`config.mk`:
```
export PLATFORM = sky130hd
export DESIGN_NAME = telemetry_frame_deframer_unit
export DESIGN_NICKNAME = d
export VERILOG_FILES = /design/src/sv/tfd_pkg.sv /design/src/sv/tfd_fifo.sv /design/src/sv/tfd_front.sv /design/src/sv/tfd_back.sv /design/src/sv/telemetry_frame_deframer_unit.sv
export VERILOG_INCLUDE_DIRS = /design/src /design/src/sv
export SDC_FILE = /design/constraint.sdc
export NUM_CORES = 1
export LEC_CHECK = 0
export ABC_AREA = 1
export BUFFER_PORTS_ARGS = -buffer_cell sky130_fd_sc_hd__buf_4
export CAP_MARGIN = 15
export CORE_ASPECT_RATIO = 0.8
export CORE_MARGIN = 2
export CORE_UTILIZATION = 60
export CTS_CLUSTER_SIZE = 24
export DETAILED_ROUTE_END_ITERATION = 8
export HOLD_SLACK_MARGIN = 0.08
export PLACE_DENSITY = 0.81
export SLEW_MARGIN = 20
export SYNTH_ARGS = -nofsm -noshare
export SYNTH_HDL_FRONTEND = slang
export SYNTH_SLANG_ARGS = --single-unit
```
`constraint.sdc`:
```
create_clock -name clk -period 14.75 [get_ports clk]
set_input_delay 2.2125 -clock clk [delete_from_list [all_inputs] [get_ports clk]]
set_output_delay 2.2125 -clock clk [all_outputs]
set_load 0.03 [all_outputs]
```
`src/sv/telemetry_frame_deframer_unit_defines.svh`:
```
// Assertion macros shared by the deframer RTL.
// Needs nothing else; include by bare file name where assertions are written.
`ifndef TELEMETRY_FRAME_DEFRAMER_UNIT_DEFINES_SVH
`define TELEMETRY_FRAME_DEFRAMER_UNIT_DEFINES_SVH

// Same-cycle implication, disabled during reset.
`define TFD_ASSERT_NOW(label, clk, rst, ante, cons, msg) \
  label: assert property (@(posedge clk) disable iff (rst) (ante) |-> (cons)) \
    else $error(msg);

// Next-cycle implication, disabled during reset.
`define TFD_ASSERT_NEXT(label, clk, rst, ante, cons, msg) \
  label: assert property (@(posedge clk) disable iff (rst) (ante) |=> (cons)) \
    else $error(msg);

`endif

```
`src/sv/tfd_pkg.sv`:
```
// Shared types, constants and helpers for the telemetry frame deframer.
// No dependencies; used by every module of the block.
package tfd_pkg;

  typedef enum logic [3:0] {
    PH_IDLE  = 4'd0,
    PH_ID    = 4'd1,
    PH_TYPE  = 4'd2,
    PH_APP0  = 4'd3,
    PH_APP1  = 4'd4,
    PH_VAL0  = 4'd5,
    PH_VAL1  = 4'd6,
    PH_VAL2  = 4'd7,
    PH_VAL3  = 4'd8,
    PH_CHECK = 4'd9
  } phase_t;

  // Register indexes (paddr[3:2])
  localparam logic [1:0] REG_START  = 2'd0;
  localparam logic [1:0] REG_ESCAPE = 2'd1;
  localparam logic [1:0] REG_DFM    = 2'd2;

  localparam logic [7:0] START_RST  = 8'h7E;
  localparam logic [7:0] ESCAPE_RST = 8'h7D;
  localparam logic [7:0] DFM_RST    = 8'h10;

  localparam logic [7:0] UNSTUFF_XOR = 8'h20;
  localparam logic [7:0] CHECK_BASE  = 8'hFF;

  localparam int FRAME_W = 56;

  typedef struct packed {
    logic [7:0] start_marker;
    logic [7:0] escape_marker;
    logic [7:0] data_frame_marker;
  } cfg_t;

  typedef struct packed {
    logic [31:0] value;
    logic [15:0] app_id;
    logic [7:0]  node_id;
  } frame_t;

  typedef struct packed {
    logic full;
    logic empty;
  } fifo_stat_t;

  // 8-bit add with end-around carry
  function automatic logic [7:0] eac_add(input logic [7:0] a, input logic [7:0] b);
    logic [8:0] s;
    s = {1'b0, a} + {1'b0, b};
    return s[7:0] + {7'd0, s[8]};
  endfunction

endpackage

```
`src/sv/tfd_fifo.sv`:
```
// Small frame queue between the deframer front and the output stage.
// Depends on tfd_pkg (frame_t, fifo_stat_t).
module tfd_fifo #(
  parameter int DEPTH = 4
) (
  input  logic            clk,
  input  logic            rst,
  input  logic            push,
  input  tfd_pkg::frame_t din,
  input  logic            pop,
  output tfd_pkg::frame_t dout,
  output tfd_pkg::fifo_stat_t stat
);

  localparam int PTR_W = (DEPTH > 1) ? $clog2(DEPTH) : 1;
  localparam int CNT_W = $clog2(DEPTH + 1);
  localparam logic [PTR_W-1:0] LAST = PTR_W'(DEPTH - 1);

  tfd_pkg::frame_t mem [DEPTH];

  logic [PTR_W-1:0] wr_ptr, wr_ptr_next;
  logic [PTR_W-1:0] rd_ptr, rd_ptr_next;
  logic [CNT_W-1:0] count, count_next;

  always_comb begin
    wr_ptr_next = wr_ptr;
    rd_ptr_next = rd_ptr;
    count_next  = count;
    if (push) begin
      wr_ptr_next = (wr_ptr == LAST) ? '0 : wr_ptr + 1'b1;
    end
    if (pop) begin
      rd_ptr_next = (rd_ptr == LAST) ? '0 : rd_ptr + 1'b1;
    end
    unique case ({push, pop})
      2'b10:   count_next = count + 1'b1;
      2'b01:   count_next = count - 1'b1;
      default: count_next = count;
    endcase
  end

  always_ff @(posedge clk) begin
    if (rst) begin
      wr_ptr <= '0;
      rd_ptr <= '0;
      count  <= '0;
    end else begin
      wr_ptr <= wr_ptr_next;
      rd_ptr <= rd_ptr_next;
      count  <= count_next;
    end
  end

  always_ff @(posedge clk) begin
    if (push) begin
      mem[wr_ptr] <= din;
    end
  end

  assign dout       = mem[rd_ptr];
  assign stat.full  = (count == CNT_W'(DEPTH));
  assign stat.empty = (count == '0);

endmodule

```
`src/sv/tfd_front.sv`:
```
// Deframer front: takes received bytes, unstuffs, tracks the frame phase,
// checks the sum and pushes accepted frames. Depends on tfd_pkg.
module tfd_front (
  input  logic             clk,
  input  logic             rst,
  input  tfd_pkg::cfg_t    cfg,
  input  logic             accept,
  input  logic [7:0]       rx_byte,
  output logic             push,
  output tfd_pkg::frame_t  frame
);

  tfd_pkg::phase_t phase, phase_next;
  logic        pending, pending_next;
  logic [7:0]  node_id, node_id_next;
  logic [15:0] app_id, app_id_next;
  logic [31:0] value, value_next;
  logic [7:0]  run_sum, run_sum_next;

  logic [7:0] b;
  logic       is_start;
  logic       in_zone;

  assign is_start = (rx_byte == cfg.start_marker);
  assign b        = pending ? (rx_byte ^ tfd_pkg::UNSTUFF_XOR) : rx_byte;
  // escapes only count inside app ID, value and check fields
  assign in_zone  = (phase >= tfd_pkg::PH_APP0) && (phase <= tfd_pkg::PH_CHECK);

  always_comb begin
    phase_next     = phase;
    pending_next   = pending;
    node_id_next   = node_id;
    app_id_next    = app_id;
    value_next     = value;
    run_sum_next   = run_sum;
    push           = 1'b0;
    if (accept) begin
      if (is_start) begin
        // restart; pending unstuff carries over to the ID byte
        phase_next = tfd_pkg::PH_ID;
      end else begin
        pending_next = 1'b0;
        if ((b == cfg.escape_marker) && in_zone) begin
          pending_next = 1'b1;
        end else begin
          unique case (phase)
            tfd_pkg::PH_ID: begin
              node_id_next = b;
              phase_next   = tfd_pkg::PH_TYPE;
            end
            tfd_pkg::PH_TYPE: begin
              if (b == cfg.data_frame_marker) begin
                run_sum_next = b;
                phase_next   = tfd_pkg::PH_APP0;
              end else begin
                phase_next = tfd_pkg::PH_IDLE;
              end
            end
            tfd_pkg::PH_APP0: begin
              app_id_next[7:0] = b;
              run_sum_next     = tfd_pkg::eac_add(run_sum, b);
              phase_next       = tfd_pkg::PH_APP1;
            end
            tfd_pkg::PH_APP1: begin
              app_id_next[15:8] = b;
              run_sum_next      = tfd_pkg::eac_add(run_sum, b);
              phase_next        = tfd_pkg::PH_VAL0;
            end
            tfd_pkg::PH_VAL0: begin
              value_next[7:0] = b;
              run_sum_next    = tfd_pkg::eac_add(run_sum, b);
              phase_next      = tfd_pkg::PH_VAL1;
            end
            tfd_pkg::PH_VAL1: begin
              value_next[15:8] = b;
              run_sum_next     = tfd_pkg::eac_add(run_sum, b);
              phase_next       = tfd_pkg::PH_VAL2;
            end
            tfd_pkg::PH_VAL2: begin
              value_next[23:16] = b;
              run_sum_next      = tfd_pkg::eac_add(run_sum, b);
              phase_next        = tfd_pkg::PH_VAL3;
            end
            tfd_pkg::PH_VAL3: begin
              value_next[31:24] = b;
              run_sum_next      = tfd_pkg::eac_add(run_sum, b);
              phase_next        = tfd_pkg::PH_CHECK;
            end
            tfd_pkg::PH_CHECK: begin
              push       = (b == (tfd_pkg::CHECK_BASE - run_sum));
              phase_next = tfd_pkg::PH_IDLE;
            end
            default: begin
              phase_next = tfd_pkg::PH_IDLE;
            end
          endcase
        end
      end
    end
  end

  always_ff @(posedge clk) begin
    if (rst) begin
      phase   <= tfd_pkg::PH_IDLE;
      pending <= 1'b0;
    end else begin
      phase   <= phase_next;
      pending <= pending_next;
    end
  end

  always_ff @(posedge clk) begin
    node_id   <= node_id_next;
    app_id    <= app_id_next;
    value     <= value_next;
    run_sum   <= run_sum_next;
  end

  assign frame.node_id   = node_id;
  assign frame.app_id    = app_id;
  assign frame.value     = value;

endmodule

```
`src/sv/tfd_back.sv`:
```
// Output stage: pulls frames from the queue into the master-side register.
// Depends on tfd_pkg (frame_t, fifo_stat_t).
module tfd_back (
  input  logic                          clk,
  input  logic                          rst,
  input  tfd_pkg::fifo_stat_t           stat,
  input  tfd_pkg::frame_t               head,
  output logic                          pop,
  output logic                          m_tvalid,
  input  logic                          m_tready,
  output logic [tfd_pkg::FRAME_W-1:0]   m_tdata
);

  tfd_pkg::frame_t out_q;

  // refill when empty or when the current transfer completes
  assign pop = !stat.empty && (!m_tvalid || m_tready);

  always_ff @(posedge clk) begin
    if (rst) begin
      m_tvalid <= 1'b0;
    end else if (pop) begin
      m_tvalid <= 1'b1;
    end else if (m_tready) begin
      m_tvalid <= 1'b0;
    end
  end

  always_ff @(posedge clk) begin
    if (pop) begin
      out_q <= head;
    end
  end

  assign m_tdata = out_q;

endmodule

```
`src/sv/telemetry_frame_deframer_unit.sv`:
```
// Telemetry frame deframer, top level.
// Input stream: one received byte per transfer on s_tdata[7:0].
// Output stream: one transfer per accepted frame on m_tdata, fields from bit 0:
//   node_id[7:0], app_id[23:8], value[55:24].
// Config: APB-style, registers at 0x0 start marker, 0x4 escape marker,
//   0x8 data-frame marker; write only while the block is idle.
// Throughput: one byte per cycle while s_tready is high; the per-byte state
//   update (phase, unstuff flag, end-around-carry sum) is registered in the front.
// Path: the check byte's transfer writes the frame into the queue; from the
//   queue it moves into the output register, which raises m_tvalid, once that
//   register is free or its current transfer completes.
// Stall: frames wait in the queue (QUEUE_DEPTH entries) plus the output
//   register; s_tready drops only when the queue is full.
// Reset: rst is synchronous, active high; the deframer returns to idle, the
//   queue empties and the markers take their default values.
// Depends on tfd_pkg, tfd_front, tfd_fifo, tfd_back and the defines header.
`include "telemetry_frame_deframer_unit_defines.svh"

module telemetry_frame_deframer_unit #(
  parameter int QUEUE_DEPTH = 4
) (
  input  logic                        clk,
  input  logic                        rst,
  // slave side; s_tdata: rx_byte[7:0]
  input  logic                        s_tvalid,
  output logic                        s_tready,
  input  logic [7:0]                  s_tdata,
  // master side; m_tdata: node_id[7:0], app_id[23:8], value[55:24]
  output logic                        m_tvalid,
  input  logic                        m_tready,
  output logic [tfd_pkg::FRAME_W-1:0] m_tdata,
  // configuration port
  input  logic                        psel,
  input  logic                        penable,
  input  logic                        pwrite,
  input  logic [3:0]                  paddr,
  input  logic [31:0]                 pwdata,
  output logic [31:0]                 prdata,
  output logic                        pready
);

  tfd_pkg::cfg_t       cfg;
  tfd_pkg::frame_t     push_frame;
  tfd_pkg::frame_t     head;
  tfd_pkg::fifo_stat_t stat;
  logic                push;
  logic                pop;
  logic                s_xfer;
  logic                cfg_wr;

  assign pready = 1'b1;
  assign cfg_wr = psel && penable && pwrite;

  // config registers; only the low byte of pwdata is kept
  always_ff @(posedge clk) begin
    if (rst) begin
      cfg.start_marker      <= tfd_pkg::START_RST;
      cfg.escape_marker     <= tfd_pkg::ESCAPE_RST;
      cfg.data_frame_marker <= tfd_pkg::DFM_RST;
    end else if (cfg_wr) begin
      unique case (paddr[3:2])
        tfd_pkg::REG_START:  cfg.start_marker      <= pwdata[7:0];
        tfd_pkg::REG_ESCAPE: cfg.escape_marker     <= pwdata[7:0];
        tfd_pkg::REG_DFM:    cfg.data_frame_marker <= pwdata[7:0];
        default: ;
      endcase
    end
  end

  always_comb begin
    unique case (paddr[3:2])
      tfd_pkg::REG_START:  prdata = {24'd0, cfg.start_marker};
      tfd_pkg::REG_ESCAPE: prdata = {24'd0, cfg.escape_marker};
      tfd_pkg::REG_DFM:    prdata = {24'd0, cfg.data_frame_marker};
      default:             prdata = 32'd0;
    endcase
  end

  // a byte is taken whenever the queue can hold a possible frame
  assign s_tready = !stat.full;
  assign s_xfer   = s_tvalid && s_tready;

  tfd_front u_front (
    .clk     (clk),
    .rst     (rst),
    .cfg     (cfg),
    .accept  (s_xfer),
    .rx_byte (s_tdata),
    .push    (push),
    .frame   (push_frame)
  );

  tfd_fifo #(
    .DEPTH (QUEUE_DEPTH)
  ) u_fifo (
    .clk  (clk),
    .rst  (rst),
    .push (push),
    .din  (push_frame),
    .pop  (pop),
    .dout (head),
    .stat (stat)
  );

  tfd_back u_back (
    .clk      (clk),
    .rst      (rst),
    .stat     (stat),
    .head     (head),
    .pop      (pop),
    .m_tvalid (m_tvalid),
    .m_tready (m_tready),
    .m_tdata  (m_tdata)
  );

  // queue must never be written while full
  `TFD_ASSERT_NOW(a_no_overflow, clk, rst, push, !stat.full, "frame pushed into full queue")
  // frames appear only on an accepted input byte
  `TFD_ASSERT_NOW(a_push_on_xfer, clk, rst, push, s_tvalid && s_tready, "frame without input")
  // a waiting frame reaches an empty output register next cycle
  `TFD_ASSERT_NEXT(a_refill, clk, rst, !m_tvalid && !stat.empty, m_tvalid, "output not refilled")

endmodule
```
# After elaboration in Yosys (flattened, before gate mapping)
# Memories as Yosys holds them, arrays and structs flattened. A register that Yosys moved wholly into a read port is not among the register bits.
# Index checks and enable logic that the tools add are counted.
[word_totals]
register_bits = 101
memories = 1
wordCells = 101
output_inout_bits = 91
mem_bits_rw = 224
input_bits = 51
[classes]
n_addsub = 7
order_cmp = 2
reduce_logical = 29
n_mux = 20
n_bitwise = 3
eq_ne = 22
[mem_list]
columns = ["memory", "words", "width", "read_ports", "rd_ports_with_merged_regs", "wr", "line_no", "text"]
rows = [
  ["u_fifo.mem", 4, 56, 1, 1, 1, "tfd_fifo.sv:19", "tfd_pkg::frame_t mem [DEPTH];"],
]
[op_table]
columns = ["op", "count"]
rows = [
  ["8-bit == test", 4],
  ["4-bit one-hot mux with 8 select lines", 1],
  ["4-bit AND reduction", 7],
  ["8-bit one-hot mux with 3 select lines", 1],
  ["4-bit by 3-bit == test with 1-bit output (second input constant)", 4],
  ["8-bit one-hot mux with 2 select lines", 1],
  ["2-bit AND reduction", 5],
  ["8-bit by 8-bit adder with 9-bit output", 1],
  ["1-bit 2-to-1 mux", 9],
  ["8-bit by 1-bit adder with 8-bit output", 1],
  ["2-bit == test (second input constant)", 4],
  ["4-bit by 2-bit == test with 1-bit output (second input constant)", 2],
  ["4-bit == test (second input constant)", 2],
  ["4-bit 2-to-1 mux", 2],
  ["8-bit 2-to-1 mux", 1],
  ["8-bit subtractor (first input constant)", 1],
  ["1-bit logical AND", 6],
  ["2-bit 2-to-1 mux", 3],
  ["6-bit 2-to-1 mux", 1],
  ["3-bit one-hot mux with 2 select lines", 1],
  ["2-bit nonzero test", 3],
  ["6-bit OR reduction", 1],
  ["5-bit AND reduction", 1],
  ["2-bit by 1-bit adder with 2-bit output (second input constant)", 2],
  ["13 further kinds", 19],
]

# Logic depth before layout (Yosys ltp)
# Gate-level depths: netlist (run 1).
[depth]
depth_word = 9
mapped_depth = 17
depth_no_buf = 17

# Hierarchy
# Synthesis (run 1) repeated with hierarchy kept, for this count alone.
[hier_totals]
hier_cells = 1220
area_unflattened_um2 = 15651.3
[modules_own_cells]
columns = ["mod", "n_inst", "cells_per_inst", "area_each_um2", "seq_area_each_um2"]
rows = [
  ["tfd_fifo", 1, 602, 9122.5, 6906.6],
  ["tfd_front", 1, 357, 3449.6, 2021.9],
  ["tfd_back", 1, 61, 1725.4, 1701.6],
  ["telemetry_frame_deframer_unit", 1, 200, 1353.8, 480.5],
]

# Least setup slack after synthesis (run 1)
# No wires, ideal clock.
[synth_timing]
kind = "input -> register"
from = "in m_tready"
to = "reg u_fifo.count[2]"
path_slack_ns = 8.065
arrival_time_ns = 6.563
setup_ns = 0.122
n_path_buf = 0
stages = 9
t_required_ns = 14.628
cell_sequence = "nor2_1 > a31oi_1 > ha_1 > inv_1 > fa_1 > a21oi_1 > o21ai_0 > o21ai_0 > a21oi_1"
[synth_via]
elab_chain_cells = 4
word_cells_on_any_way = 6
classes_between = "2 x eq/ne; 1 x mux; 3 x reduce/logical"
[synth_rtl]
columns = ["element", "line_no", "text"]
rows = [
  ["from (decl)", "telemetry_frame_deframer_unit.sv:30", "input logic m_tready,"],
  ["1-bit logical OR *", "tfd_back.sv:17", "assign pop = !stat.empty && (!m_tvalid || m_tready);"],
  ["1-bit logical AND *", "tfd_back.sv:17", ""],
  ["via pop", "telemetry_frame_deframer_unit.sv:47", "logic pop;"],
  ["2-bit by 1-bit == test with 1-bit output or 2-bit == test (tied branches)", "tfd_fifo.sv:35", "unique case ({push, pop})"],
  ["3-bit one-hot mux with 2 select lines or 2-bit nonzero test (tied branches)", "--", ""],
  ["to (signal assigned)", "tfd_fifo.sv:50", "count <= count_next;"],
  ["to (decl)", "tfd_fifo.sv:23", "logic [CNT_W-1:0] count, count_next;"],
]
# The timed path passes the listed nets; every way through them passes the cells marked *.
# A chain may end at the register's enable or synchronous reset.

# Worst setup path in the final report (run 1)
[layout_timing]
from = "in paddr[2]"
to = "out prdata[5]"
[layout_via]
elab_chain_cells = 2
word_cells_on_any_way = 4
classes_between = "2 x eq/ne; 1 x mux; 1 x reduce/logical"
[layout_rtl]
columns = ["element", "line_no", "text"]
rows = [
  ["from (decl)", "telemetry_frame_deframer_unit.sv:36", "input logic [3:0] paddr,"],
  ["2-bit == test (tied with other cells)", "telemetry_frame_deframer_unit.sv:71", "unique case (paddr[3:2])"],
  ["8-bit one-hot mux with 3 select lines *", "telemetry_frame_deframer_unit.sv:71", ""],
  ["to (decl)", "telemetry_frame_deframer_unit.sv:38", "output logic [31:0] prdata,"],
]
# Every way passes the cells marked *; elsewhere a longest branch is shown, timed or not.

==> results of run 1 <==
-- report_power, final --
part           leakage [nW]  switching (W)  total (W)  internal (W)
Combinational          2.19       0.000540   0.000755      0.000215
Sequential             3.43      0.0000303    0.00135       0.00132
Clock                 0.575       0.000380   0.000925      0.000544
Total                  6.20       0.000951    0.00303       0.00208
-- layout by cell type, fill, tap and decap left out, drive strengths merged --
master	netlist	routed
o211ai	11	11
ha	16	16
clkinvlp	0	1
a21oi	18	18
clkinv	0	12
nand4	5	5
a31oi	1	1
dfxtp	37	37
edfxtp	344	344
o21ai	139	139
conb	2	25
bufinv	0	5
o22ai	57	57
xnor2	13	13
xor2	1	1
clkbuf	32	44
inv	80	81
nand3	29	29
o221ai	8	8
nand2	155	155
fa	2	2
nor2	177	177
a221o	1	1
buf	36	100
nand3b	2	2
nor3	4	4
a211oi	1	1
-- flip-flops by register name (all words and copies together) (netlist names) --
name,count
u_front.phase,4
u_back.m_tvalid,1
u_fifo.rd_ptr,2
u_fifo.count,3
u_front.app_id,16
u_front.pending,1
cfg,24
u_front.node_id,8
u_front.run_sum,8
u_front.value,32
u_fifo.mem,224
u_back.m_tdata,56
u_fifo.wr_ptr,2
-- per-layer routing --
metal / share of wire, % / routed length [µm] / global-route usage, % / up-vias
met1: 41 / 12600 / 32.2 / 4429
li1: - / - / - / 4310
met5: 0.042 / 13 / 0 / -
met3: 8.5 / 2620 / 4.69 / 78
met4: 2.9 / 897 / 8.95 / 2
met2: 48 / 14700 / 38.1 / 492
-- kinds of logic after synthesis --
| family | after synthesis |
|---|---|
| DFF | 381 |
| xor gates and xnor gates | 14 |
| and+or+nand+nor | 372 |
| other | 2 |
| adders and majority gates | 18 |
| buffers and inverters | 148 |
| AOI/OAI and AO/OA | 236 |
-- cells in the mapped netlist (16+ instances only) --
library cell  instances  area (µm²)
clkbuf_1             32         120
nand2_1             152         571
dfxtp_1              37         741
inv_1                76         285
nand3_1              29         145
o22ai_1              57         357
buf_4                25         188
nor2_1              171         642
ha_1                 16         200
o21ai_0             134         671
edfxtp_1            344       10300
a21oi_1              18        90.1
-- metrics by stage --
step           power (W)  cell area, µm²  cells
3_5_place_dp     0.00212           15800   1544
2_1_floorplan    0.00187           15000   1194
3_3_place_gp     0.00209           15800   1544
6_report         0.00303           17000   1607
4_1_cts          0.00304           17000   1607
5_1_grt          0.00314           17000   1607
-- worst max-delay path, stage by stage --
cell and delay (ps):
buf_4 120, nor2_1 410, inv_1 190, o221ai_1 200, buf_4 200
-- layout make-up --
| type | count | area [µm²] | area share, % |
|---|---|---|---|
| sequential | 381 | 11100 | 65.0 |
| multi-input combinational | 665 | 3330 | 19.5 |
| clock buffer | 44 | 941 | 5.53 |
| timing repair buffer | 100 | 754 | 4.43 |
| tap | 318 | 398 | 2.34 |
| inverter | 80 | 300 | 1.76 |
| clock inverter | 19 | 236 | 1.39 |
-- path summary, 6_finish.rpt --
| kind | endpoint | depth (start not counted) |
|---|---|---|
| setup / recovery | prdata[5] | 5 |
| hold reg to reg | u_fifo.mem[2][46] | 0 |
| setup reg to reg | u_fifo.mem[2][50] | 11 |
| hold / removal | u_fifo.mem[2][46] | 0 |
==> impl_metrics.py, run 1 <==
metrics = {
    "status": {
        "status": "completed",
    },
    "timing": {
        "final.setup_skew_ps": 26.2,
        "worst_slack_ps": 9210,
        "setup_violations": 0,
        "fmax_mhz": 180,
        "post-route-period-util_pct": 37.6,
        "worstMarginPinSlew_ps": 1060,
        "relSlewSlack_pct": 29.5,
        "hold_violations": 0,
        "holdWs_ps": 483,
        "maxSlewViolCount": 0,
        "rsz0062_at_grt": "no",
        "fin_crit_ps": 5540,
        "finalSetupTns_ps": 0,
    },
    "floorplan": {
        "core_um2": 24400,
        "rows": 51,
        "ios": 142,
        "start_util_pct": 61.3,
        "die_y_um": 145,
        "die_area_um2": 26200,
        "die_w_um": 180,
    },
    "power_and_ir_drop": {
        "ir_worst_vdd_uv": 109,
        "pwr_density_cell_nw_per_um2": 178,
        "power_leakage_nw": 6.20,
    },
    "worst_setup_path": {
        "regToRegSetupSlack_ps": 10890,
        "crit-reg2reg-launch": "u_front.pending",
        "crit_required_ps": 12540,
        "critPathLaunchType": "input pin",
        "arrival_ps": 3330,
        "crit_type": "input pin to output port",
        "crit_start": "paddr[2]",
        "cp_max_fo": 7,
        "cp-end-kind": "output port",
    },
    "yosys": {
        "synth_edf_count": 344,
        "ys_types": 33,
        "synth_ff_type": "edfxtp_1",
        "ys_seq_area_share_pct": 74.1,
        "yosysWarnings": 0,
        "ys_seq_elements": 381,
        "synth_top_family_by_area": "simple AND/OR/NAND/NOR gates",
        "netlist_area_um2": 14900,
        "synth_cells": 1171,
        "synthArstFlopShare_pct": 0,
        "synth_xor_area_share_pct": 0.821,
        "synth.avg_cell_area_um2": 12.8,
        "yosys.area_share.adder_pct": 1.61,
        "muxShareOfSynthArea_pct": 0,
        "synth_simple_gate_area_share_pct": 10.1,
        "synth_compound_area_share_pct": 8.83,
    },
    "route": {
        "wl_um": 30800,
        "antenna_left": 0,
        "vias": 9311,
        "drc": 0,
        "routedWlPerCell_um": 19.2,
        "first_pass_iters": 5,
        "drt_first_iter_violations": 955,
        "vias_per_cell": 5.79,
    },
    "clocking": {
        "cts_hold_buf": 0,
        "root_buffer": "clkbuf_16",
        "clkSinkCount": 381,
        "cts_buffer_depth": 3,
        "cts.clk_slew.worst_paths_ps": 60,
        "postCtsSetupBuffers": 0,
        "cts_buffers": 36,
        "htree_levels": 2,
        "cts_resized": 0,
        "clk-insertion-delay-late_ps": 530,
        "cts_tree": "yes",
    },
    "global_route": {
        "globalRouteTotalUtil_pct": 23.6,
        "grt_max_degree": 115,
        "grt_pass1_wl_um": 48100,
        "antenna_found_initial": 1,
        "grt-ovfl-total": 0,
        "grt_pass1_vias": 9147,
    },
    "job": {
        "maxCapViolCount": 0,
    },
    "worst_hold_path": {
        "hold_class": "register to register",
        "hp-start": "u_front.value[22]",
    },
    "place": {
        "place.gp.congestion": 0.885,
        "io_buffers": 90,
        "hpwlAfterDp_um": 17300,
        "place_ws_ps": 9000,
    },
    "layout": {
        "nFillCells": 1628,
        "antennaDiodeCount": 0,
        "nets": 1333,
        "drive_above_1_share_pct": 13.5,
        "post-route-util_pct": 69.9,
        "area_delta_synth_final_pct": 14.0,
    },
}
Power figures use the tool's default switching activity.
==> inputs of run 2 (changes only) <==
--- a/config.mk
+++ b/config.mk
@@ -6,16 +6,16 @@
 export SDC_FILE = /design/constraint.sdc
 export NUM_CORES = 1
 export LEC_CHECK = 0
-export ABC_AREA = 1
+export ABC_AREA = 0
 export BUFFER_PORTS_ARGS = -buffer_cell sky130_fd_sc_hd__buf_4
 export CAP_MARGIN = 15
 export CORE_ASPECT_RATIO = 0.8
 export CORE_MARGIN = 2
-export CORE_UTILIZATION = 60
+export CORE_UTILIZATION = 53
 export CTS_CLUSTER_SIZE = 24
 export DETAILED_ROUTE_END_ITERATION = 8
 export HOLD_SLACK_MARGIN = 0.08
-export PLACE_DENSITY = 0.81
+export PLACE_DENSITY = 0.75
 export SLEW_MARGIN = 20
 export SYNTH_ARGS = -nofsm -noshare
 export SYNTH_HDL_FRONTEND = slang
==> constraint.sdc (replaced) <==
create_clock -name clk -period 4.63 [get_ports clk]
set_input_delay 0.6945 -clock clk [delete_from_list [all_inputs] [get_ports clk]]
set_output_delay 0.6945 -clock clk [all_outputs]
set_load 0.03 [all_outputs]
==> run 2 against run 1 <==
Against the previous run:
- non-clock buffer count grew 1
- worst hold slack lost 82 ps
- final cell count shrank 20%
- sequential share of layout area grew 0.38 points
- first-iteration DRC count shrank 37%
- power grew to 3.1 times the previous value
- sequential cell count is the same
- design area shrank 0.53%
- critical path depth grew 7
==> impl_metrics.py, run 2 <==
metrics = {
    "yosys": {
        "yosysWarnings": 0,
        "netlist_area_um2": 14600,
        "synth_cells": 779,
        "synth.avg_cell_area_um2": 18.8,
        "synth_ff_type": "edfxtp_1",
        "yosys.area_share.adder_pct": 1.64,
        "synth_xor_area_share_pct": 2.17,
        "synth_top_cell_by_area": "edfxtp_1",
        "ys_seq_elements": 381,
        "muxShareOfSynthArea_pct": 10.3,
        "ys_seq_area_share_pct": 75.8,
        "synthTopCellsByCount": "edfxtp_1, mux4_2, nor2_1",
        "synth_simple_gate_area_share_pct": 4.88,
        "synth_edf_count": 344,
        "ys_types": 51,
        "synth.most_common_cell": "edfxtp_1",
        "synthArstFlopShare_pct": 0,
        "synth_top_family_by_area": "multiplexers",
        "synth.area.top_cells": "edfxtp_1, mux4_2, dfxtp_1",
        "synth_compound_area_share_pct": 2.80,
        "synth_top_area_share_pct": 70.7,
    },
    "floorplan": {
        "core_um2": 27200,
        "start_util_pct": 53.8,
        "die_area_um2": 28900,
        "ios": 142,
        "rows": 54,
        "die_y_um": 153,
        "die_w_um": 190,
    },
    "status": {
        "status": "completed",
    },
    "global_route": {
        "use_met1_pct": 27.6,
        "top_usage_layer": "met2",
        "use_met3_pct": 3.48,
        "antenna_found_initial": 2,
        "grt_pass1_wl_um": 41800,
        "met2_usage_pct": 30.9,
        "globalRouteTotalUtil_pct": 19.2,
        "grt-ovfl-total": 0,
        "grt_max_degree": 59,
        "grt_pass1_vias": 7201,
    },
    "timing": {
        "hold_violations": 0,
        "final.setup_skew_ps": 21.3,
        "maxSlewViolCount": 0,
        "worstMarginPinSlew_ps": 1030,
        "post-route-period-util_pct": 67.7,
        "rsz0062_at_grt": "no",
        "worst_slack_ps": 1500,
        "relSlewSlack_pct": 30.6,
        "setup_violations": 0,
        "fmax_mhz": 319,
        "fin_crit_ps": 3130,
        "finalSetupTns_ps": 0,
    },
    "route": {
        "first_pass_iters": 5,
        "vias_per_cell": 5.60,
        "wl_um": 27200,
        "routedWlPerCell_um": 21.2,
        "vias": 7172,
        "antenna_left": 0,
        "drc": 0,
        "drt_first_iter_violations": 604,
    },
    "layout": {
        "layout_commonest_cell": "edfxtp_1",
        "post-route-util_pct": 62.4,
        "layout_common_cells": "edfxtp_1, buf_4, mux4_2",
        "regMostFlops": "u_fifo.mem",
        "antennaDiodeCount": 0,
        "ff_latch_area_um2": 11100,
        "nets": 957,
        "drive_above_1_share_pct": 25.7,
        "instances_no_fill": 1280,
        "largest_reg_flops": 224,
        "area_delta_synth_final_pct": 15.9,
        "multiInputGateArea_um2": 3300,
        "nFillCells": 1914,
    },
    "clocking": {
        "clkSinkCount": 381,
        "cts.clk_slew.worst_paths_ps": 60,
        "cts_buffers": 37,
        "cts_hold_buf": 0,
        "cts_tree": "yes",
        "htree_levels": 2,
        "root_buffer": "clkbuf_16",
        "cts_resized": 0,
        "postCtsSetupBuffers": 0,
        "cts_buffer_depth": 3,
        "clk-insertion-delay-late_ps": 530,
    },
    "place": {
        "io_buffers": 90,
        "dp.cells": 1213,
        "place_ws_ps": 1050,
        "hpwlAfterDp_um": 14500,
        "place.gp.congestion": 0.877,
    },
    "worst_setup_path": {
        "cp_max_fo": 10,
        "path_depth": 12,
        "cp_cell_sequence": "xnor3_1 -> nand4_1 -> nor4_1 -> nand2b_1 -> nor2b_4 -> inv_2 -> ha_1 -> inv_1 -> fa_1 -> xor2_1 -> or3_1 -> a21oi_1",
        "crit_path_end": "u_fifo.count[2]",
        "arrival_ps": 3580,
        "crit_type": "register to register",
        "worst-r2r-cell-count": 12,
        "crit-reg2reg-launch": "u_front.pending",
        "regToRegSetupSlack_ps": 1500,
        "crit_required_ps": 5070,
        "r2r-end": "u_fifo.count[2]",
        "timing.critical_path.slowest_stage_cell": "nor4_1",
        "crit_start": "u_front.pending",
        "worst_path_largest_cell_delay_ps": 440,
        "critPathLaunchType": "register",
        "cp-end-kind": "register",
        "crit_buf_inv": 2,
        "critPathTopFamily": "simple AND/OR/NAND/NOR gates",
    },
    "power_and_ir_drop": {
        "power_leakage_nw": 5.68,
        "ir_worst_vdd_uv": 491,
        "pwr_density_cell_nw_per_um2": 549,
        "power_w": 0.00931,
    },
    "worst_hold_path": {
        "hold_class": "input pin to register",
    },
    "job": {
        "maxCapViolCount": 0,
    },
}
## run 2: cell count changes in the layout (fill, tap and decap cells not counted), moves of 20 or more
cell | before | now
nor2_1 | 167 | 40
nand2_1 | 152 | 27
o21ai_0 | 134 | 16
inv_1 | 74 | 9
o22ai_1 | 57 | 0
mux4_2 | 0 | 56
mux2i_1 | 0 | 21
nand3_1 | 29 | 9
xor2_1 | 1 | 21
## run 2: layout make-up
class	count	area share [%]
inverters	10	0.222
flip-flops and latches	381	65.4
clock buffers	43	5.78
multi-input cells	357	19.5
repair buffers	101	4.77
clock inverters	24	1.64
well taps	364	2.69
## run 2: metal layers
metal | vias to the layer above | wire (µm)
met4 | 0 | 402
li1 | 3225 | -
met2 | 261 | 13100
met5 | - | 0
met1 | 3646 | 12000
met3 | 40 | 1730
## run 2: worst min path at each step
stage	startpoint	to	slack (ps)	depth (start not counted)
floorplan	u_front.node_id[0]	u_fifo.mem[0][0]	460	0
global placement	cfg[15]	cfg[15]	470	2
detailed placement	u_front.value[12]	u_fifo.mem[0][36]	480	0
CTS	pwdata[3]	cfg[19]	380	2
global route	pwdata[3]	cfg[19]	380	2
finish	pwdata[3]	cfg[19]	400	2
## run 2: logic make-up (layout without fill, tap and decap cells)
| group | count (synthesis) | in the layout |
|---|---|---|
| flops | 381 | 381 |
| simple gates | 138 | 138 |
| mux | 80 | 80 |
| buf+inv | 64 | 178 |
| compound gates | 63 | 63 |
| xor+xnor | 33 | 33 |
| fa+ha+maj | 18 | 18 |
| other cells | 2 | 25 |
## run 2: metrics by stage
| stage | area [µm²] | hold WS, ps |
|---|---|---|
| after floorplan | 14700 | 459 |
| after global placement | 15700 | 473 |
| after detailed placement | 15700 | 480 |
| after CTS | 16900 | 383 |
| after global routing | 16900 | 384 |
| final | 16900 | 401 |
## run 2: worst reg2reg max path, delay by kind of cell (launching register included)
kind                     cells  cell delay, ps
AO/OA/AOI/OAI                1             140
XOR/XNOR                     2             520
adder cells (fa/ha/maj)      2             560
buffers and inverters        2             160
flip-flops                   1             340
AND/OR/NAND/NOR              5            1340
## run 2: power breakdown
group / total, W / switching, W / internal, W
sequential: 0.00442 / 0.000269 / 0.00415
combinational: 0.00184 / 0.00107 / 0.000773
clock: 0.00305 / 0.00123 / 0.00181
==> inputs of run 3 (changes only) <==
--- a/config.mk
+++ b/config.mk
@@ -11,11 +11,11 @@
 export CAP_MARGIN = 15
 export CORE_ASPECT_RATIO = 0.8
 export CORE_MARGIN = 2
-export CORE_UTILIZATION = 53
+export CORE_UTILIZATION = 59
 export CTS_CLUSTER_SIZE = 24
 export DETAILED_ROUTE_END_ITERATION = 8
 export HOLD_SLACK_MARGIN = 0.08
-export PLACE_DENSITY = 0.75
+export PLACE_DENSITY = 0.8
 export SLEW_MARGIN = 20
 export SYNTH_ARGS = -nofsm -noshare
 export SYNTH_HDL_FRONTEND = slang
==> constraint.sdc (replaced) <==
create_clock -name clk -period 2.9 [get_ports clk]
set_input_delay 0.435 -clock clk [delete_from_list [all_inputs] [get_ports clk]]
set_output_delay 0.435 -clock clk [all_outputs]
set_load 0.03 [all_outputs]
==> run 3 against run 2 <==
Against the previous run:
- global-route usage increased by 4.0 points
- register-to-register slack got worse by 1400 ps
- clock-buffer cell count grew 2
==> impl_metrics.py, run 3 (synthesis gave the netlist of run 2 again) <==
metrics = {
    "floorplan": {
        "die_w_um": 180,
        "core_um2": 24300,
        "die_area_um2": 26000,
        "rows": 51,
        "ios": 142,
        "die_y_um": 145,
        "start_util_pct": 60.1,
    },
    "timing": {
        "rsz0062_at_grt": "no",
        "relSlewSlack_pct": 40.8,
        "worstMarginPinSlew_ps": 882,
        "fin_crit_ps": 2770,
        "maxSlewViolCount": 0,
        "hold_violations": 0,
        "post-route-period-util_pct": 95.6,
        "holdWs_ps": 147,
        "setup_violations": 0,
        "fmax_mhz": 361,
        "final.setup_skew_ps": 21.3,
    },
    "status": {
        "status": "completed",
    },
    "layout": {
        "drive_above_1_share_pct": 29.2,
        "final_cell_area_um2": 17100,
        "multiInputGateArea_um2": 3340,
        "nets": 1008,
        "regMostFlops": "u_fifo.mem",
        "nFillCells": 1484,
        "antennaDiodeCount": 0,
        "area_delta_synth_final_pct": 17.3,
        "largest_reg_flops": 224,
        "ff_latch_area_um2": 11100,
        "layout_commonest_cell": "edfxtp_1",
        "layout_common_cells": "edfxtp_1, buf_4, mux4_2",
    },
    "global_route": {
        "grt-ovfl-total": 0,
        "grt_pass1_vias": 7544,
        "grt_max_degree": 59,
        "globalRouteTotalUtil_pct": 23.2,
        "antenna_found_initial": 1,
        "grt_pass1_wl_um": 45100,
    },
    "route": {
        "routedWlPerCell_um": 23.4,
        "antenna_left": 0,
        "drc": 0,
        "vias": 7430,
        "first_pass_iters": 5,
        "wl_um": 29900,
        "drt_first_iter_violations": 645,
        "vias_per_cell": 5.81,
    },
    "clocking": {
        "root_buffer": "clkbuf_16",
        "htree_levels": 2,
        "clkSinkCount": 381,
        "cts.clk_slew.worst_paths_ps": 60,
        "cts_tree": "yes",
        "clk-insertion-delay-late_ps": 520,
        "cts_buffers": 36,
        "cts_buffer_depth": 3,
    },
    "place": {
        "place.gp.congestion": 0.873,
        "hpwlAfterDp_um": 17100,
        "dpl_cell_area_um2": 16000,
        "io_buffers": 90,
    },
    "power_and_ir_drop": {
        "power_leakage_nw": 5.85,
        "pwr_density_cell_nw_per_um2": 849,
        "ir_worst_vdd_uv": 463,
    },
    "job": {
        "maxCapViolCount": 0,
    },
    "worst_hold_path": {
        "hold_class": "input pin to register",
    },
    "worst_setup_path": {
        "critPathLaunchType": "register",
        "crit_type": "register to register",
        "cp-end-kind": "register",
        "arrival_ps": 3030,
        "cp_max_fo": 7,
        "crit_required_ps": 3160,
    },
}
==> run 3: worst paths after layout <==
path                                       from            endpoint  slack [ps]  cells past startpoint
worst max-delay path            u_front.pending  u_front.run_sum[7]         130                     12
worst min-delay path                  pwdata[2]             cfg[18]         150                      2
worst max register to register  u_front.pending  u_front.run_sum[7]         130                     12
worst min register to register          cfg[15]             cfg[15]         490                      2
==> run 3: final cells by class <==
class | instances | area share (%)
clock buffer | 45 | 5.57
clock inverter | 15 | 0.679
inverter | 10 | 0.219
multi-input combinational | 357 | 19.5
sequential | 381 | 64.6
tap | 318 | 2.32
timing repair buffer | 153 | 7.14
==> run 3: through the flow <==
stage          util [%]  worst slack (ps)  total power, W  setup TNS, ps  std cells
2_1_floorplan         -             -59.9         0.00912         -13460        802
3_3_place_gp       66.0              -140          0.0102           -896       1218
3_5_place_dp       66.0              -145          0.0103           -239       1218
4_1_cts            70.4              24.3          0.0147              0       1278
5_1_grt            70.5              7.60          0.0151              0       1279
6_report           70.5               128          0.0146              0       1279
==> run 3: timing repair <==
action | CTS | global route
resized for setup | 0 | 5
endpoints found under the setup margin | 0 | 4
hold buffers | 0 | 0
setup buffers | 0 | 1
==> run 3: metal layers <==
metal  share of wire, %  track usage [%]  up-vias  wire length, µm
met1                 40             31.3     3737            12100
met5              0.057                0        -               17
met4                2.4             7.27        2              706
met3                7.1             4.28       60             2110
li1                   -                -     3320                -
met2                 50             39.2      311            15000
==> run 3: where the power goes <==
| group | total (W) | switching (W) | internal, W |
|---|---|---|---|
| Sequential | 0.00689 | 0.000273 | 0.00662 |
| Clock | 0.00438 | 0.00195 | 0.00243 |
| Combinational | 0.00328 | 0.00194 | 0.00133 |
| Total | 0.0146 | 0.00417 | 0.0104 |
==> run 3: critical path, stage by stage (launching register included) <==
cell and delay [ps]:
dfxtp_2 340, buf_4 140, xor2_2 190, ha_2 340
a21oi_1 170, nor2_1 50, o21ai_0 200, nand2_1 100
ha_1 200, and3_1 170, and4b_1 190, xnor3_1 170
mux2_2 260
